==> src/rtl/vda_pkg.sv <==
`default_nettype none
// ----------------------------------------------------------------------------
// Vector distance accumulator package
// Shared widths, metric codes and the fold result type.
// ----------------------------------------------------------------------------
package vda_pkg;

   // element and accumulator widths
   localparam int ELEM_WIDTH   = 8;
   localparam int ACC_WIDTH    = 32;
   localparam int DIST_WIDTH   = 32;
   localparam int METRIC_WIDTH = 2;

   // working width for sums and compares: holds any fold before clamping
   localparam int SQ_WIDTH   = 2 * ELEM_WIDTH;
   localparam int WIDE_WIDTH = ((ACC_WIDTH > SQ_WIDTH) ? ACC_WIDTH : SQ_WIDTH) + 1;

   // accumulator saturation value, all ones
   localparam logic [ACC_WIDTH-1:0] ACC_MAX = {ACC_WIDTH{1'b1}};

   // metric codes
   localparam logic [METRIC_WIDTH-1:0] METRIC_SQ_EUCLID   = 2'd0;
   localparam logic [METRIC_WIDTH-1:0] METRIC_MANHATTAN   = 2'd1;
   localparam logic [METRIC_WIDTH-1:0] METRIC_CHEBYSHEV   = 2'd2;
   localparam logic [METRIC_WIDTH-1:0] METRIC_FAST_EUCLID = 2'd3;

   // new accumulator state after one fold
   typedef struct packed {
      logic [ACC_WIDTH-1:0] acc;
      logic                 sat;
   } fold_result_type;

endpackage : vda_pkg
`default_nettype wire

==> src/rtl/vda_fold.sv <==
`default_nettype none
// ----------------------------------------------------------------------------
// Vector distance fold
// Folds the absolute difference of one element pair into the accumulator
// under the selected metric, with saturation.
// ----------------------------------------------------------------------------
module vda_fold (
   input  wire logic [vda_pkg::METRIC_WIDTH-1:0] metric,
   input  wire logic [vda_pkg::ACC_WIDTH-1:0]    acc_cur,
   input  wire logic                             sat_cur,
   input  wire logic signed [vda_pkg::ELEM_WIDTH-1:0] x_elem,
   input  wire logic signed [vda_pkg::ELEM_WIDTH-1:0] y_elem,
   output vda_pkg::fold_result_type              fold_out
);

   localparam int EW = vda_pkg::ELEM_WIDTH;
   localparam int WW = vda_pkg::WIDE_WIDTH;

   logic signed [EW:0]     diff;
   logic [EW-1:0]          abs_diff;
   logic [vda_pkg::SQ_WIDTH-1:0] sq;
   logic [WW-1:0]          acc_w;
   logic [WW-1:0]          ad_w;
   logic [WW-1:0]          max_w;
   logic [WW-1:0]          hi_w;
   logic [WW-1:0]          lo_w;
   logic [WW-1:0]          hi_clamp;
   logic                   hi_over;
   logic [WW-1:0]          addend;
   logic [WW-1:0]          base;
   logic [WW-1:0]          sum;
   logic                   sum_over;

   // full-width absolute difference, never wraps
   assign diff     = (EW+1)'(y_elem) - (EW+1)'(x_elem);
   assign abs_diff = diff[EW] ? EW'(-diff) : diff[EW-1:0];
   assign sq       = abs_diff * abs_diff;

   assign acc_w = WW'(acc_cur);
   assign ad_w  = WW'(abs_diff);
   assign max_w = WW'(vda_pkg::ACC_MAX);

   // larger and smaller of accumulator and difference
   assign hi_w     = (acc_w > ad_w) ? acc_w : ad_w;
   assign lo_w     = (acc_w > ad_w) ? ad_w : acc_w;
   assign hi_over  = hi_w > max_w;
   assign hi_clamp = hi_over ? max_w : hi_w;

   // operands of the saturating add per metric
   always_comb begin
      base   = acc_w;
      addend = '0;
      case (metric)
         vda_pkg::METRIC_SQ_EUCLID: begin
            addend = WW'(sq);
         end
         vda_pkg::METRIC_MANHATTAN: begin
            addend = ad_w;
         end
         vda_pkg::METRIC_FAST_EUCLID: begin
            base   = hi_clamp;
            addend = (lo_w >> 2) + (lo_w >> 3);
         end
         default: begin
            addend = '0;
         end
      endcase
   end

   assign sum      = base + addend;
   assign sum_over = sum > max_w;

   // select the new accumulator
   always_comb begin
      fold_out.acc = acc_cur;
      fold_out.sat = sat_cur;
      case (metric)
         vda_pkg::METRIC_CHEBYSHEV: begin
            if (ad_w > acc_w) begin
               fold_out.acc = hi_over ? vda_pkg::ACC_MAX
                                      : vda_pkg::ACC_WIDTH'(ad_w);
               fold_out.sat = sat_cur | hi_over;
            end
         end
         vda_pkg::METRIC_FAST_EUCLID: begin
            fold_out.acc = sum_over ? vda_pkg::ACC_MAX : vda_pkg::ACC_WIDTH'(sum);
            fold_out.sat = sat_cur | hi_over | sum_over;
         end
         default: begin
            fold_out.acc = sum_over ? vda_pkg::ACC_MAX : vda_pkg::ACC_WIDTH'(sum);
            fold_out.sat = sat_cur | sum_over;
         end
      endcase
   end

endmodule : vda_fold
`default_nettype wire

==> src/rtl/vector_distance_accumulator_top.sv <==
`default_nettype none
// ----------------------------------------------------------------------------
// Vector distance accumulator
// Streams element pairs, folds them into a running distance and emits one
// result beat per vector.
// ----------------------------------------------------------------------------
// The block takes one element pair beat per clock, unless req_stall holds a last
// pair, and returns one result beat on each pair flagged last. A pair goes into
// an input register and is folded into the accumulator from there; when last,
// the fold lands in the result register at that same edge instead, and the
// accumulator clears. The fold of the accumulator with one pair is a loop through
// the accumulator register, which sets the sustained rate of one pair per cycle
// while no last pair waits. Non-last pairs keep folding while a result beat waits
// downstream; only a last pair waits for the result register to free.
// metric_select is written through the csr port, which is always ready.
// ----------------------------------------------------------------------------
module vector_distance_accumulator_top (
   input  wire logic                                 clock,
   input  wire logic                                 reset,
   // element pair channel
   input  wire logic                                 req_valid,
   output logic                                      req_stall,
   input  wire logic signed [vda_pkg::ELEM_WIDTH-1:0] req_x_elem,
   input  wire logic signed [vda_pkg::ELEM_WIDTH-1:0] req_y_elem,
   input  wire logic                                 req_last_elem,
   // result channel
   output logic                                      rsp_valid,
   input  wire logic                                 rsp_stall,
   output logic [vda_pkg::DIST_WIDTH-1:0]            rsp_distance,
   output logic                                      rsp_overflow,
   // configuration
   input  wire logic                                 csr_valid,
   output logic                                      csr_ready,
   input  wire logic [vda_pkg::METRIC_WIDTH-1:0]     csr_metric_select
);

   // input register
   logic                                  in_valid_ff, in_valid_in;
   logic signed [vda_pkg::ELEM_WIDTH-1:0] in_x_ff;
   logic signed [vda_pkg::ELEM_WIDTH-1:0] in_y_ff;
   logic                                  in_last_ff;

   // accumulator and config
   logic [vda_pkg::ACC_WIDTH-1:0]    acc_ff, acc_in;
   logic                             sat_ff, sat_in;
   logic [vda_pkg::METRIC_WIDTH-1:0] metric_ff, metric_in;

   // result register
   logic                             rsp_valid_ff, rsp_valid_in;
   logic [vda_pkg::DIST_WIDTH-1:0]   rsp_distance_ff;
   logic                             rsp_overflow_ff;

   vda_pkg::fold_result_type fold_res;

   logic out_free;
   logic fold_go;
   logic req_take;

   // handshake control
   assign out_free  = !rsp_valid_ff || !rsp_stall;
   assign fold_go   = in_valid_ff && (!in_last_ff || out_free);
   assign req_stall = in_valid_ff && !fold_go;
   assign req_take  = req_valid && !req_stall;
   assign csr_ready = 1'b1;

   // fold datapath
   vda_fold u_fold (
      .metric   (metric_ff),
      .acc_cur  (acc_ff),
      .sat_cur  (sat_ff),
      .x_elem   (in_x_ff),
      .y_elem   (in_y_ff),
      .fold_out (fold_res)
   );

   // next-state logic
   always_comb begin
      in_valid_in = in_valid_ff;
      if (req_take) begin
         in_valid_in = 1'b1;
      end else if (fold_go) begin
         in_valid_in = 1'b0;
      end

      acc_in = acc_ff;
      sat_in = sat_ff;
      if (fold_go) begin
         if (in_last_ff) begin
            acc_in = '0;
            sat_in = 1'b0;
         end else begin
            acc_in = fold_res.acc;
            sat_in = fold_res.sat;
         end
      end

      rsp_valid_in = rsp_valid_ff;
      if (fold_go && in_last_ff) begin
         rsp_valid_in = 1'b1;
      end else if (!rsp_stall) begin
         rsp_valid_in = 1'b0;
      end

      metric_in = metric_ff;
      if (csr_valid && csr_ready) begin
         metric_in = csr_metric_select;
      end
   end

   // control registers
   always_ff @(posedge clock) begin
      if (reset) begin
         in_valid_ff  <= 1'b0;
         acc_ff       <= '0;
         sat_ff       <= 1'b0;
         rsp_valid_ff <= 1'b0;
         metric_ff    <= vda_pkg::METRIC_SQ_EUCLID;
      end else begin
         in_valid_ff  <= in_valid_in;
         acc_ff       <= acc_in;
         sat_ff       <= sat_in;
         rsp_valid_ff <= rsp_valid_in;
         metric_ff    <= metric_in;
      end
   end

   // payload registers
   always_ff @(posedge clock) begin
      if (req_take) begin
         in_x_ff    <= req_x_elem;
         in_y_ff    <= req_y_elem;
         in_last_ff <= req_last_elem;
      end
      if (fold_go && in_last_ff) begin
         rsp_distance_ff <= vda_pkg::DIST_WIDTH'(fold_res.acc);
         rsp_overflow_ff <= fold_res.sat;
      end
   end

   assign rsp_valid    = rsp_valid_ff;
   assign rsp_distance = rsp_distance_ff;
   assign rsp_overflow = rsp_overflow_ff;

endmodule : vector_distance_accumulator_top
`default_nettype wire
==> config.mk <==
export PLATFORM = sky130hd
export DESIGN_NAME = vector_distance_accumulator_top
export DESIGN_NICKNAME = d
export VERILOG_FILES = /design/src/rtl/vda_pkg.sv /design/src/rtl/vda_fold.sv /design/src/rtl/vector_distance_accumulator_top.sv
export SDC_FILE = /design/constraint.sdc
export NUM_CORES = 1
export LEC_CHECK = 0
export BUFFER_PORTS_ARGS = -buffer_cell sky130_fd_sc_hd__buf_2
export CORE_ASPECT_RATIO = 2
export CORE_MARGIN = 8
export CORE_UTILIZATION = 45
export CTS_BUF_LIST = sky130_fd_sc_hd__clkbuf_16
export DETAILED_ROUTE_END_ITERATION = 10
export GPL_TIMING_DRIVEN = 0
export SLEW_MARGIN = 20
export SYNTH_ARGS = -nofsm -noshare
export SYNTH_HDL_FRONTEND = slang
export SYNTH_HIERARCHICAL = 1
export SYNTH_SLANG_ARGS = --single-unit
==> constraint.sdc <==
create_clock -name clock -period 15.9 [get_ports clock]
set_input_delay 0.795 -clock clock [delete_from_list [all_inputs] [get_ports clock]]
set_output_delay 0.795 -clock clock [all_outputs]
set_load 0.02 [all_outputs]
== Word-level counts from Yosys, hierarchy flattened ==
Index checks and enable logic that the tools add are counted.

* Flip-flop bits (word level): 87
* Input port bits: 24
* Output and inout bits: 36
* Word-level logic and storage cells: 55

* Add/sub/neg operators: 4
* Multipliers: 1
* $lt $le $gt $ge: 4
* Equal/unequal tests: 4
* Mux-type cells: 16
* Bitwise operators: 3
* Reductions and logical operators: 13

{| class="wikitable"
|+ Operators by type and width
! operator !! number
|-
| 32-bit two-way mux || 5
|-
| 33-bit two-way mux || 3
|-
| 33-bit one-hot mux with 3 select lines || 1
|-
| 33-bit by 32-bit > comparator with 1-bit output, second input constant || 2
|-
| 33-bit one-hot mux with 2 select lines || 1
|-
| 33-bit adder || 1
|-
| 31-bit by 30-bit adder with 32-bit output || 1
|-
| 32-bit by 8-bit > comparator with 1-bit output || 1
|-
| 8-bit by 32-bit > comparator with 1-bit output || 1
|-
| 8-bit by 8-bit multiplier with 16-bit output || 1
|-
| 8-bit by 8-bit subtractor with 9-bit output || 1
|-
| 8-bit two-way mux || 1
|-
| 8-bit negation || 1
|-
| 1-bit logical NOT || 5
|-
| 1-bit two-way mux || 5
|-
| 2-bit equality test, second input constant || 2
|-
| 1-bit logical AND || 4
|-
| 1-bit OR || 3
|-
| 2-bit by 1-bit equality test with 1-bit output, second input constant || 1
|-
| 2-bit logical NOT || 1
|-
| 1-bit logical OR || 2
|-
| 2-bit by 1-bit != test with 1-bit output, second input constant || 1
|-
| 2-bit nonzero test || 1
|}

== Depth between registers and ports, before layout ==
Gate-level depths: netlist of the first run.

* Word-level depth: 13
* Depth in mapped cells: 42
* Depth with buffers taken out: 41

== Modules after synthesis ==
Netlist of the first run, hierarchy kept.

{| class="wikitable"
|+ By module, submodules not included
! module !! times used !! cells each !! area each (µm²) !! sequential area each (µm²)
|-
| vda_fold || 1 || 917 || 6,357.3 || 0.0
|-
| vector_distance_accumulator_top || 1 || 142 || 2,687.6 || 2,242.2
|}

== Worst setup path after synthesis of the first run ==
Ideal clock, no wire load.

* Kind: reg2reg
* Start point: register in_y_ff[0] (netlist bit)
* End point: register acc_ff[11] (netlist bit)
* Setup time: 0.117 ns
* Data arrival time: 8.336 ns
* Data required time: 15.783 ns
* Path slack: 7.447 ns
* Cell stages (with the launch flop): 40
* Buffers on the path: 2
* Period minus slack after synthesis: 8.453 ns
* Cell sequence: edfxtp_1 inv_1 ha_1 inv_1 fa_1 a21oi_2 o21ai_2 a21oi_1 nor3_1 or2_2 xnor2_2 inv_2 nand2_1 inv_1 fa_1 fa_1 inv_1 fa_1 [... 4 more ...] nand2_1 a211o_1 a21o_1 a21o_2 and3_4 o31ai_2 ha_1 a21oi_1 o21ai_0 a21oi_1 o221ai_1 a2111oi_2 nor3_1 o21ai_1 buf_2 buf_4 a31oi_1 a22o_1

{| class="wikitable"
|+ RTL lines
! what !! line !! source
|-
| start, declared || vector_distance_accumulator_top.sv:40 || <nowiki>logic signed [vda_pkg::ELEM_WIDTH-1:0] in_y_ff;</nowiki>
|-
| start signal, assigned || vector_distance_accumulator_top.sv:131 || <nowiki>in_y_ff <= req_y_elem;</nowiki>
|-
| end signal, assigned || vector_distance_accumulator_top.sv:120 || <nowiki>acc_ff <= acc_in;</nowiki>
|-
| end, declared || vector_distance_accumulator_top.sv:44 || <nowiki>logic [vda_pkg::ACC_WIDTH-1:0] acc_ff, acc_in;</nowiki>
|}

==> flow_metrics.tcl, run 1 <==
set metrics [dict create \
    status "complete, no violations" \
    vias_per_cell 5.530 \
    fin_crit_ps 10240 \
    dr.pass1.iters 5 \
    grt_pass1_vias 8164 \
    io_pins 60 \
    fin_nets 1335 \
    synth.area.mux_share 0.004565 \
    max_stage_delay_ps 730 \
    worstSetupStartpointType "flip-flop" \
    antenna_found_initial 0 \
    post_cts_resized 0 \
    drv_slew 0 \
    routed_wl_mm 25.40 \
    synth_fa_ha_area_frac 0.2086 \
    clk_pin_slew_worst_paths_ps 70 \
    clk_latency_ps 340 \
    path_class "flip-flop to flip-flop" \
    yosysWarningCount 6 \
    die_h_um 216.5 \
    dp_hpwl_mm 21.52 \
    cts_setup_buffers 0 \
    cts_sinks 87 \
    crit_buf_inv 8 \
    synth_compound_area_frac 0.2577 \
    arrival_ps 10470 \
    worstRegToRegCells 39 \
    cp_max_fo 10 \
    grt_use_total 0.2049 \
    synth-seq-area-share 0.2479 \
    cts_tree "done" \
    worst_slew_pin_slew_ps 910.9 \
    holdWs_ps 494.6 \
    relSlewSlack 0.3754 \
    vias 7985 \
    synth-simple-area-share 0.1412 \
    timing.rr.start "in_y_ff[0]$_DFFE_PP_" \
    synth_edf_count 50 \
    synth_top_family_by_area "compound AO/OA/AOI/OAI gates" \
    drt_iter0_markers 318 \
    timing.rr.end "acc_ff[16]$_SDFFE_PP0P_" \
    startpoint "in_y_ff[0]$_DFFE_PP_" \
    fmax_mhz 97.69 \
    wl_per_cell_um 17.59 \
    grt_pass1_wl_mm 39.84 \
    clk_path_buf_depth 2 \
    cts_buffers 9 \
    cp_slowest_cell "xor2_1" \
    tns_ps 0 \
    synth_cell_types 84 \
    hold_viol_final 0 \
    hold_class "flip-flop to flip-flop" \
    syn_inst 1059 \
    die_width_um 116.3 \
    reg2reg_slack_ps 5660 \
    synthArstFlopShare 0 \
    route.detailed.drc 0 \
    gp_congestion 0.9214 \
    core_area_mm2 0.01982 \
    max_cap_viol_count 0 \
    postSynthAreaPerCell_um2 8.541 \
    clock_skew_ps 6.706 \
    path_common_cell "inv_1" \
    crit_path_end_kind "flip-flop" \
    cts_root_buf "clkbuf_16" \
    htreeDepth 3 \
    grt_overflow 0 \
    dieArea_mm2 0.02517 \
    initial_core_util 0.4563 \
    synth_xor_area_frac 0.07318 \
    grt_max_degree 18 \
    crit_path_end "acc_ff[16]$_SDFFE_PP0P_" \
    path_depth 39 \
    synthFlopType "edfxtp_1" \
    rsz0062_at_grt "no" \
    crit_family "compound AO/OA/AOI/OAI gates" \
    synth_area_mm2 0.009045 \
    rows 73 \
    drive_gt1_frac 0.1058 \
    io_buffer_count 58 \
    ant_nets 0 \
    syn2layout_area_growth_pct 13.00 \
    antenna_cells 0 \
    holdBufCountCts 0 \
    final.period_utilization 0.6438 \
    worstPathRequired_ps 16130 \
    setup-violations-final 0 \
    ys_seq_elements 87 \
]
how the worst min path moves through the flow:
| stage | start | end | slack, ps | depth (start not counted) |
|---|---|---|---|---|
| 2_1_floorplan | sat_ff$_SDFFE_PP0P_ | sat_ff$_SDFFE_PP0P_ | 440 | 1 |
| 3_3_place_gp | sat_ff$_SDFFE_PP0P_ | sat_ff$_SDFFE_PP0P_ | 460 | 1 |
| 3_5_place_dp | sat_ff$_SDFFE_PP0P_ | sat_ff$_SDFFE_PP0P_ | 470 | 1 |
| 4_1_cts | sat_ff$_SDFFE_PP0P_ | sat_ff$_SDFFE_PP0P_ | 500 | 1 |
| 5_1_grt | sat_ff$_SDFFE_PP0P_ | sat_ff$_SDFFE_PP0P_ | 490 | 1 |
| 6_report | sat_ff$_SDFFE_PP0P_ | sat_ff$_SDFFE_PP0P_ | 490 | 1 |
cell usage in the layout, fill, tap and decap left out, types with 17 or more instances in the layout:
| cell type | count |
|---|---|
| o21ai_0 | 58 |
| a21o_1 | 31 |
| buf_2 | 62 |
| clkbuf_1 | 40 |
| edfxtp_1 | 50 |
| a31oi_1 | 23 |
| conb_1 | 50 |
| xor2_1 | 17 |
| dfxtp_1 | 37 |
| a21oi_1 | 92 |
| nand2_1 | 71 |
| inv_1 | 90 |
| a22o_1 | 33 |
| ha_1 | 106 |
| nor2_1 | 99 |
| xnor2_1 | 48 |
| fa_1 | 28 |
layout make-up:
type	instances	area, um2
flip-flops and latches	87	2242
multi-input cells	872	6400
clock inverters	7	103.9
inverters	94	355.3
fillers	1983	9599
plain buffers	53	237.7
repair buffers	60	329.1
well taps	262	327.8
clock buffers	9	225.2
cell families after synthesis:
family	Yosys count
AO/OA/AOI/OAI	343
XOR/XNOR	70
AND/OR/NAND/NOR	271
flip-flops	87
multiplexers	4
other	3
adder cells (fa/ha/maj)	134
buffers and inverters	147
cells in the mapped netlist, types with 10 or more instances:
master,instances,area (um2)
o21a_1,13,97.59
o21bai_1,12,90.09
xnor2_1,48,420.4
clkbuf_1,40,150.1
xor2_1,17,148.9
nor2_1,99,371.6
o21ai_0,58,290.3
dfxtp_1,37,740.7
ha_1,106,1326
edfxtp_1,50,1501
nand2_1,71,266.5
a21oi_1,93,465.5
a31oi_1,23,143.9
nand3_1,16,80.08
a211oi_1,11,82.58
nand4_1,10,62.56
nor3_1,15,75.07
fa_1,28,560.5
nor2b_1,12,75.07
a21o_1,31,232.7
nand2b_1,12,75.07
a22o_1,33,289.0
inv_1,90,337.8
per-layer routing:
layer	global-route usage	up-vias	share of wire	routed length [um]
met3	0.01894	85	0.019	482
met4	0.1428	0	0.070	1776
li1	-	3986	-	-
met5	0	-	0	0
met1	0.1699	3736	0.33	8285
met2	0.4203	178	0.58	14860
sequential cells by signal (all words and copies together), names as in the netlist:
name and flops:
sat_ff 1, metric_ff 2, rsp_distance 32, rsp_valid 1, rsp_overflow 1, in_valid_ff 1, acc_ff 32, in_x_ff 8
in_last_ff 1, in_y_ff 8
per-stage QoR:
stage | std cells | worst slack, ps | cell area (um2) | utilization
6_report | 1444 | 5663 | 10220 | 0.5157
5_1_grt | 1444 | 5056 | 10220 | 0.5157
4_1_cts | 1444 | 5626 | 10220 | 0.5157
3_5_place_dp | 1428 | 5655 | 9892 | 0.4991
3_3_place_gp | 1426 | 5683 | 9839 | 0.4964
2_1_floorplan | 1106 | 7447 | 9221 | -
Power of run 1 is not shown: default switching activity piles up to over one toggle a cycle in this logic, so the estimate is an artifact.
==> run 2, diff against run 1 <==
--- a/config.mk
+++ b/config.mk
@@ -5,6 +5,7 @@
 export SDC_FILE = /design/constraint.sdc
 export NUM_CORES = 1
 export LEC_CHECK = 0
+export ABC_AREA = 1
 export BUFFER_PORTS_ARGS = -buffer_cell sky130_fd_sc_hd__buf_2
 export CORE_ASPECT_RATIO = 2
 export CORE_MARGIN = 8
==> constraint.sdc (replaced) <==
create_clock -name clock -period 9.8 [get_ports clock]
set_input_delay 0.49 -clock clock [delete_from_list [all_inputs] [get_ports clock]]
set_output_delay 0.49 -clock clock [all_outputs]
set_load 0.02 [all_outputs]
==> run 2 against run 1 <==
Clock skew increased by 1.9 ps. Synthesized cell count increased by 45%. Flip-flop and latch count unchanged. Utilization decreased by 0.78 points. Routed wire length increased by 27%. Via count increased by 28%. Hold slack got worse by 170 ps. Largest cell class unchanged. Sequential share of layout area decreased by 2.0 points.
==> flow_metrics.tcl, run 2 <==
set metrics [dict create \
    clk_path_buf_depth 2 \
    hold_class "primary input to flip-flop" \
    wl_per_cell_um 16.67 \
    drive_gt1_frac 0.08535 \
    hold_viol_final 0 \
    syn_inst 1531 \
    drv_slew 0 \
    yosysTopAreaCell "nand2_1" \
    io_pins 60 \
    initial_core_util 0.4574 \
    grt_use_total 0.2313 \
    tns_ps 0 \
    dieArea_mm2 0.02787 \
    core_area_mm2 0.02216 \
    gp_congestion 0.9412 \
    clk_latency_ps 340 \
    ys_top_cells_by_area "nand2_1, edfxtp_1, ha_1, inv_1, dfxtp_1" \
    clk_pin_slew_worst_paths_ps 70 \
    max_stage_delay_ps 590 \
    syn2layout_area_growth_pct 11.04 \
    cts_buffers 9 \
    grt_pass1_wl_mm 50.34 \
    dr.pass1.iters 8 \
    yosysWarningCount 6 \
    synth.most_common_cell "nand2_1" \
    cts_setup_buffers 0 \
    min_path_cells 1 \
    placed_area_mm2 0.01096 \
    die_h_um 228.2 \
    setup-violations-final 0 \
    worstSetupStartpointType "flip-flop" \
    grt_pass1_vias 10099 \
    ant_nets 0 \
    rows 77 \
    worstRegToRegCells 41 \
    synth_edf_count 50 \
    cp_slowest_cell "o21ai_0" \
    grt_max_degree 34 \
    synth_common_cells "nand2_1, inv_1, nor2_1, a21oi_1, ha_1" \
    cp_max_fo 8 \
    synth_cell_types 48 \
    synth-seq-area-share 0.2212 \
    pwr-share-seq 0.122 \
    dp_hpwl_mm 27.55 \
    routed_wl_mm 32.14 \
    antenna_found_initial 0 \
    netSwitchingFraction 0.5621 \
    fin_crit_ps 8644 \
    rsz0062_at_grt "no" \
    max_cap_viol_count 0 \
    cts_tree "done" \
    io_buffer_count 57 \
    clockPowerShare 0.085 \
    relSlewSlack 0.5158 \
    vias 10198 \
    post_cts_resized 0 \
    layout_common_cells "nand2_1, inv_1, nor2_1" \
    die_width_um 122.1 \
    power_mw 4.058 \
    worst_slew_pin_slew_ps 725.2 \
    comb_power_share 0.793 \
    status "complete, no violations" \
    vias_per_cell 5.289 \
    route.detailed.drc 0 \
    clock_skew_ps 8.653 \
    synthArstFlopShare 0 \
    ys_seq_elements 87 \
    switching_power_mw 2.281 \
    worstPathRequired_ps 10000 \
    synth.top_cell.area_share 0.1511 \
    p_per_area_mw_per_mm2 360.6 \
    cts_sinks 87 \
    p_int_mw 1.777 \
    holdBufCountCts 0 \
    cts_root_buf "clkbuf_16" \
    antenna_cells 0 \
    fmax_mhz 115.7 \
    crit_path_end_kind "flip-flop" \
    max-vdd-ir-drop_uv 251.4 \
    final.period_utilization 0.8820 \
    synth_area_mm2 0.01013 \
    fin_nets 1805 \
    final_common_cell "nand2_1" \
    synthFlopType "edfxtp_1" \
    fillers 2357 \
    arrival_ps 8840 \
    drt_iter0_markers 493 \
    grt_overflow 0 \
    postSynthAreaPerCell_um2 6.620 \
    path_class "flip-flop to flip-flop" \
    p_leak_nw 5.432 \
    postLayoutCellArea_mm2 0.01125 \
    htreeDepth 3 \
]
[run 2: cell count changes in the layout (fill, tap and decap cells not counted), moves of 29 or more]
| cell | change |
|---|---|
| xnor2_1 | -36 |
| nor2_1 | +51 |
| a21oi_1 | +54 |
| nand3_1 | +59 |
| a22o_1 | -33 |
| nand2_1 | +337 |
| inv_1 | +111 |
| o21ai_0 | +29 |
[run 2: logic make-up (layout without fill, tap and decap cells)]
family / Yosys count / after routing / share of synthesized area
AOI/OAI and AO/OA: 306 / 306 / 0.1672
and+or+nand+nor: 713 / 713 / 0.2967
buffers and inverters: 260 / 334 / 0.1009
other: 3 / 50 / 0.001111
adders and majority gates: 134 / 134 / 0.1862
DFF: 87 / 87 / 0.2212
xor gates and xnor gates: 28 / 28 / 0.02679
[run 2: cell type report]
class	count	area [um2]	area share
plain buffers	50	229.0	0.02035
clock buffers	9	225.2	0.02001
clock inverters	7	72.57	0.006449
inverters	210	793.3	0.07049
multi-input cells	1231	7049	0.6264
flip-flops and latches	87	2242	0.1992
well taps	276	345.3	0.03069
repair buffers	58	296.5	0.02635
[run 2: power groups by stage]
stage	registers (mW)	logic, mW	clock network [mW]
5_1_grt	0.500	3.63	0.370
4_1_cts	0.497	3.20	0.354
2_1_floorplan	0.523	2.33	0
3_5_place_dp	0.505	3.18	0
6_report	0.496	3.22	0.345
3_3_place_gp	0.504	3.16	0
[run 2: per-stage QoR]
| step | worst slack, ps | instances | utilization | hold slack [ps] |
|---|---|---|---|---|
| 2_1_floorplan | 2574 | 1578 | - | 435.7 |
| 3_3_place_gp | 1154 | 1911 | 0.4938 | 445.0 |
| 3_5_place_dp | 1063 | 1912 | 0.4944 | 448.0 |
| 4_1_cts | 1033 | 1928 | 0.5078 | 312.9 |
| 5_1_grt | 473.8 | 1928 | 0.5078 | 308.9 |
| 6_report | 1156 | 1928 | 0.5078 | 326.7 |
[run 2: final timing paths]
path / start / endpoint / slack (ps)
worst min-delay path: req_x_elem[6] / in_x_ff[6]$_DFFE_PP_ / 330
worst min register to register: sat_ff$_SDFFE_PP0P_ / sat_ff$_SDFFE_PP0P_ / 460
worst max register to register: in_x_ff[0]$_DFFE_PP_ / acc_ff[29]$_SDFFE_PP0P_ / 1160
worst max-delay path: in_x_ff[0]$_DFFE_PP_ / acc_ff[29]$_SDFFE_PP0P_ / 1160
[run 2: routing by layer]
| layer | global-route usage | vias up | wire length (um) |
|---|---|---|---|
| li1 | - | 5200 | - |
| met1 | 0.2015 | 4658 | 10650 |
| met2 | 0.4647 | 233 | 18520 |
| met3 | 0.02276 | 107 | 673 |
| met4 | 0.1560 | 0 | 2300 |
| met5 | 0 | - | 0 |
[run 2: worst max-delay path, delay by kind of cell, from the launching register on]
kind                       cells  cell delay, ps
DFF                            1             370
adders and majority gates      9            3720
buffers and inverters          8             700
AOI/OAI and AO/OA              7            1500
and+or+nand+nor               17            2210
No activity file was read; power rests on OpenSTA's default activity.
==> run 3, diff against run 2 <==
--- a/config.mk
+++ b/config.mk
@@ -9,7 +9,7 @@
 export BUFFER_PORTS_ARGS = -buffer_cell sky130_fd_sc_hd__buf_2
 export CORE_ASPECT_RATIO = 2
 export CORE_MARGIN = 8
-export CORE_UTILIZATION = 45
+export CORE_UTILIZATION = 35
 export CTS_BUF_LIST = sky130_fd_sc_hd__clkbuf_16
 export DETAILED_ROUTE_END_ITERATION = 10
 export GPL_TIMING_DRIVEN = 0
==> run 3 against run 2 <==
Sequential power about the same. First-iteration DRC count shrank 9.3%. Combinational power shrank 4%. Flip-flop and latch count is the same. Highest routed layer unchanged. Hold slack worse by 13 ps. Non-clock buffer count is the same. Utilization is 11 points lower. Clock power is 9.6% lower. Critical path type unchanged. Clock-buffer cell count did not move. Largest power group unchanged.
==> flow_metrics.tcl, run 3 (synthesized netlist as in run 2, its figures left out) <==
set metrics [dict create \
    status "complete, no violations" \
    die_h_um 256.7 \
    path_class "flip-flop to flip-flop" \
    io_buffer_count 57 \
    p_leak_nw 5.417 \
    routed_wl_mm 27.93 \
    initial_core_util 0.3540 \
    worst_slack_ps 1305 \
    die_width_um 136.3 \
    rows 88 \
    fin_crit_ps 8495 \
    layout_common_cells "nand2_1, inv_1, nor2_1" \
    cts_root_buf "clkbuf_16" \
    dr.pass1.iters 5 \
    vias 9988 \
    max_stage_delay_ps 600 \
    antenna_cells 0 \
    syn2layout_area_growth_pct 11.77 \
    timing.rr.end "acc_ff[29]$_SDFFE_PP0P_" \
    arrival_ps 8770 \
    cp_slowest_cell "o21ai_0" \
    ant_nets 0 \
    hold_viol_final 0 \
    timing.rr.start "in_x_ff[0]$_DFFE_PP_" \
    fillers 3162 \
    setup-violations-final 0 \
    final_common_cell "nand2_1" \
    fin_nets 1805 \
    power_mw 3.883 \
    cts_sinks 87 \
    worstPathRequired_ps 10080 \
    route.detailed.drc 0 \
    post_cts_resized 0 \
    final.period_utilization 0.8669 \
    pre_cts_ws_ps 1279 \
    startpoint "in_x_ff[0]$_DFFE_PP_" \
    clk_latency_ps 350 \
    clock_skew_ps 7.407 \
    grt_use_total 0.1632 \
    worstRegToRegCells 42 \
    drv_slew 0 \
    core_area_mm2 0.02863 \
    drt_iter0_markers 447 \
    holdBufCountCts 0 \
    clk_path_buf_depth 2 \
    vias_per_cell 4.964 \
    max-vdd-ir-drop_uv 392.1 \
    worstSetupStartpointType "flip-flop" \
    grt_max_degree 34 \
    rsz0062_at_grt "no" \
    wl_per_cell_um 13.88 \
    htreeDepth 3 \
    crit_path_end "acc_ff[29]$_SDFFE_PP0P_" \
    cts_buffers 9 \
    hold_class "primary input to flip-flop" \
    max_cap_viol_count 0 \
    cts_setup_buffers 0 \
    clk_pin_slew_worst_paths_ps 60 \
    dp_hpwl_mm 23.55 \
    grt_pass1_vias 9638 \
    p_per_area_mw_per_mm2 342.8 \
    dieArea_mm2 0.03499 \
    fmax_mhz 117.7 \
    worst_slew_pin_slew_ps 728.6 \
    cts_tree "done" \
    relSlewSlack 0.5091 \
    antenna_found_initial 0 \
    drive_gt1_frac 0.08475 \
    path_common_cell "nand2_1" \
    reg2reg_slack_ps 1300 \
    cp_max_fo 8 \
    grt_overflow 0 \
    grt_pass1_wl_mm 46.63 \
    gp_congestion 0.9138 \
    io_pins 60 \
    tns_ps 0 \
    crit_path_end_kind "flip-flop" \
]
[run 3: cell type report]
cell class              count  area, um2  area share
plain buffers              50      229.0     0.02021
clock buffers               9      225.2     0.01988
clock inverters             7      41.29    0.003645
inverters                 210      793.3     0.07003
multi-input cells        1231       7049      0.6223
flip-flops and latches     87       2242      0.1979
well taps                 360      450.4     0.03977
repair buffers             58      296.5     0.02618
[run 3: worst max-delay path, delay by kind of cell, from the launching register on]
family,cells,cell delay [ps]
adders and majority gates,9,3660
AOI/OAI and AO/OA,6,1320
DFF,1,390
and+or+nand+nor,19,2360
buffers and inverters,8,660
[run 3: per-stage QoR]
stage | instances | utilization | hold slack [ps] | instance area [um2]
floorplan | 1578 | - | 435.7 | 10310
global placement | 1995 | 0.3859 | 449.6 | 11050
detailed placement | 1996 | 0.3864 | 456.0 | 11060
CTS | 2012 | 0.3957 | 299.5 | 11330
global route | 2012 | 0.3957 | 300.5 | 11330
finish | 2012 | 0.3957 | 313.5 | 11330
[run 3: layer usage]
| metal | share of wire | global-route usage | up-vias | routed length, um |
|---|---|---|---|---|
| met5 | 0 | 0 | - | 0 |
| met4 | 0.024 | 0.05799 | 0 | 661 |
| met3 | 0.040 | 0.01273 | 37 | 1114 |
| met2 | 0.48 | 0.2778 | 191 | 13540 |
| met1 | 0.45 | 0.2091 | 4556 | 12610 |
| li1 | - | - | 5204 | - |
[run 3: report_power, final]
| group | internal [mW] | leakage, nW | switching, mW |
|---|---|---|---|
| Clock | 0.169 | 0.132 | 0.142 |
| Sequential | 0.471 | 0.764 | 0.0221 |
| Combinational | 1.10 | 4.52 | 1.98 |
| Total | 1.74 | 5.42 | 2.14 |
[run 3: how the worst min path moves through the flow]
stage,start,endpoint,depth (start not counted)
3_3_place_gp,acc_ff[7]$_SDFFE_PP0P_,acc_ff[7]$_SDFFE_PP0P_,2
5_1_grt,req_x_elem[6],in_x_ff[6]$_DFFE_PP_,1
2_1_floorplan,sat_ff$_SDFFE_PP0P_,sat_ff$_SDFFE_PP0P_,2
4_1_cts,req_x_elem[4],in_x_ff[4]$_DFFE_PP_,1
6_report,req_x_elem[6],in_x_ff[6]$_DFFE_PP_,1
3_5_place_dp,sat_ff$_SDFFE_PP0P_,sat_ff$_SDFFE_PP0P_,2
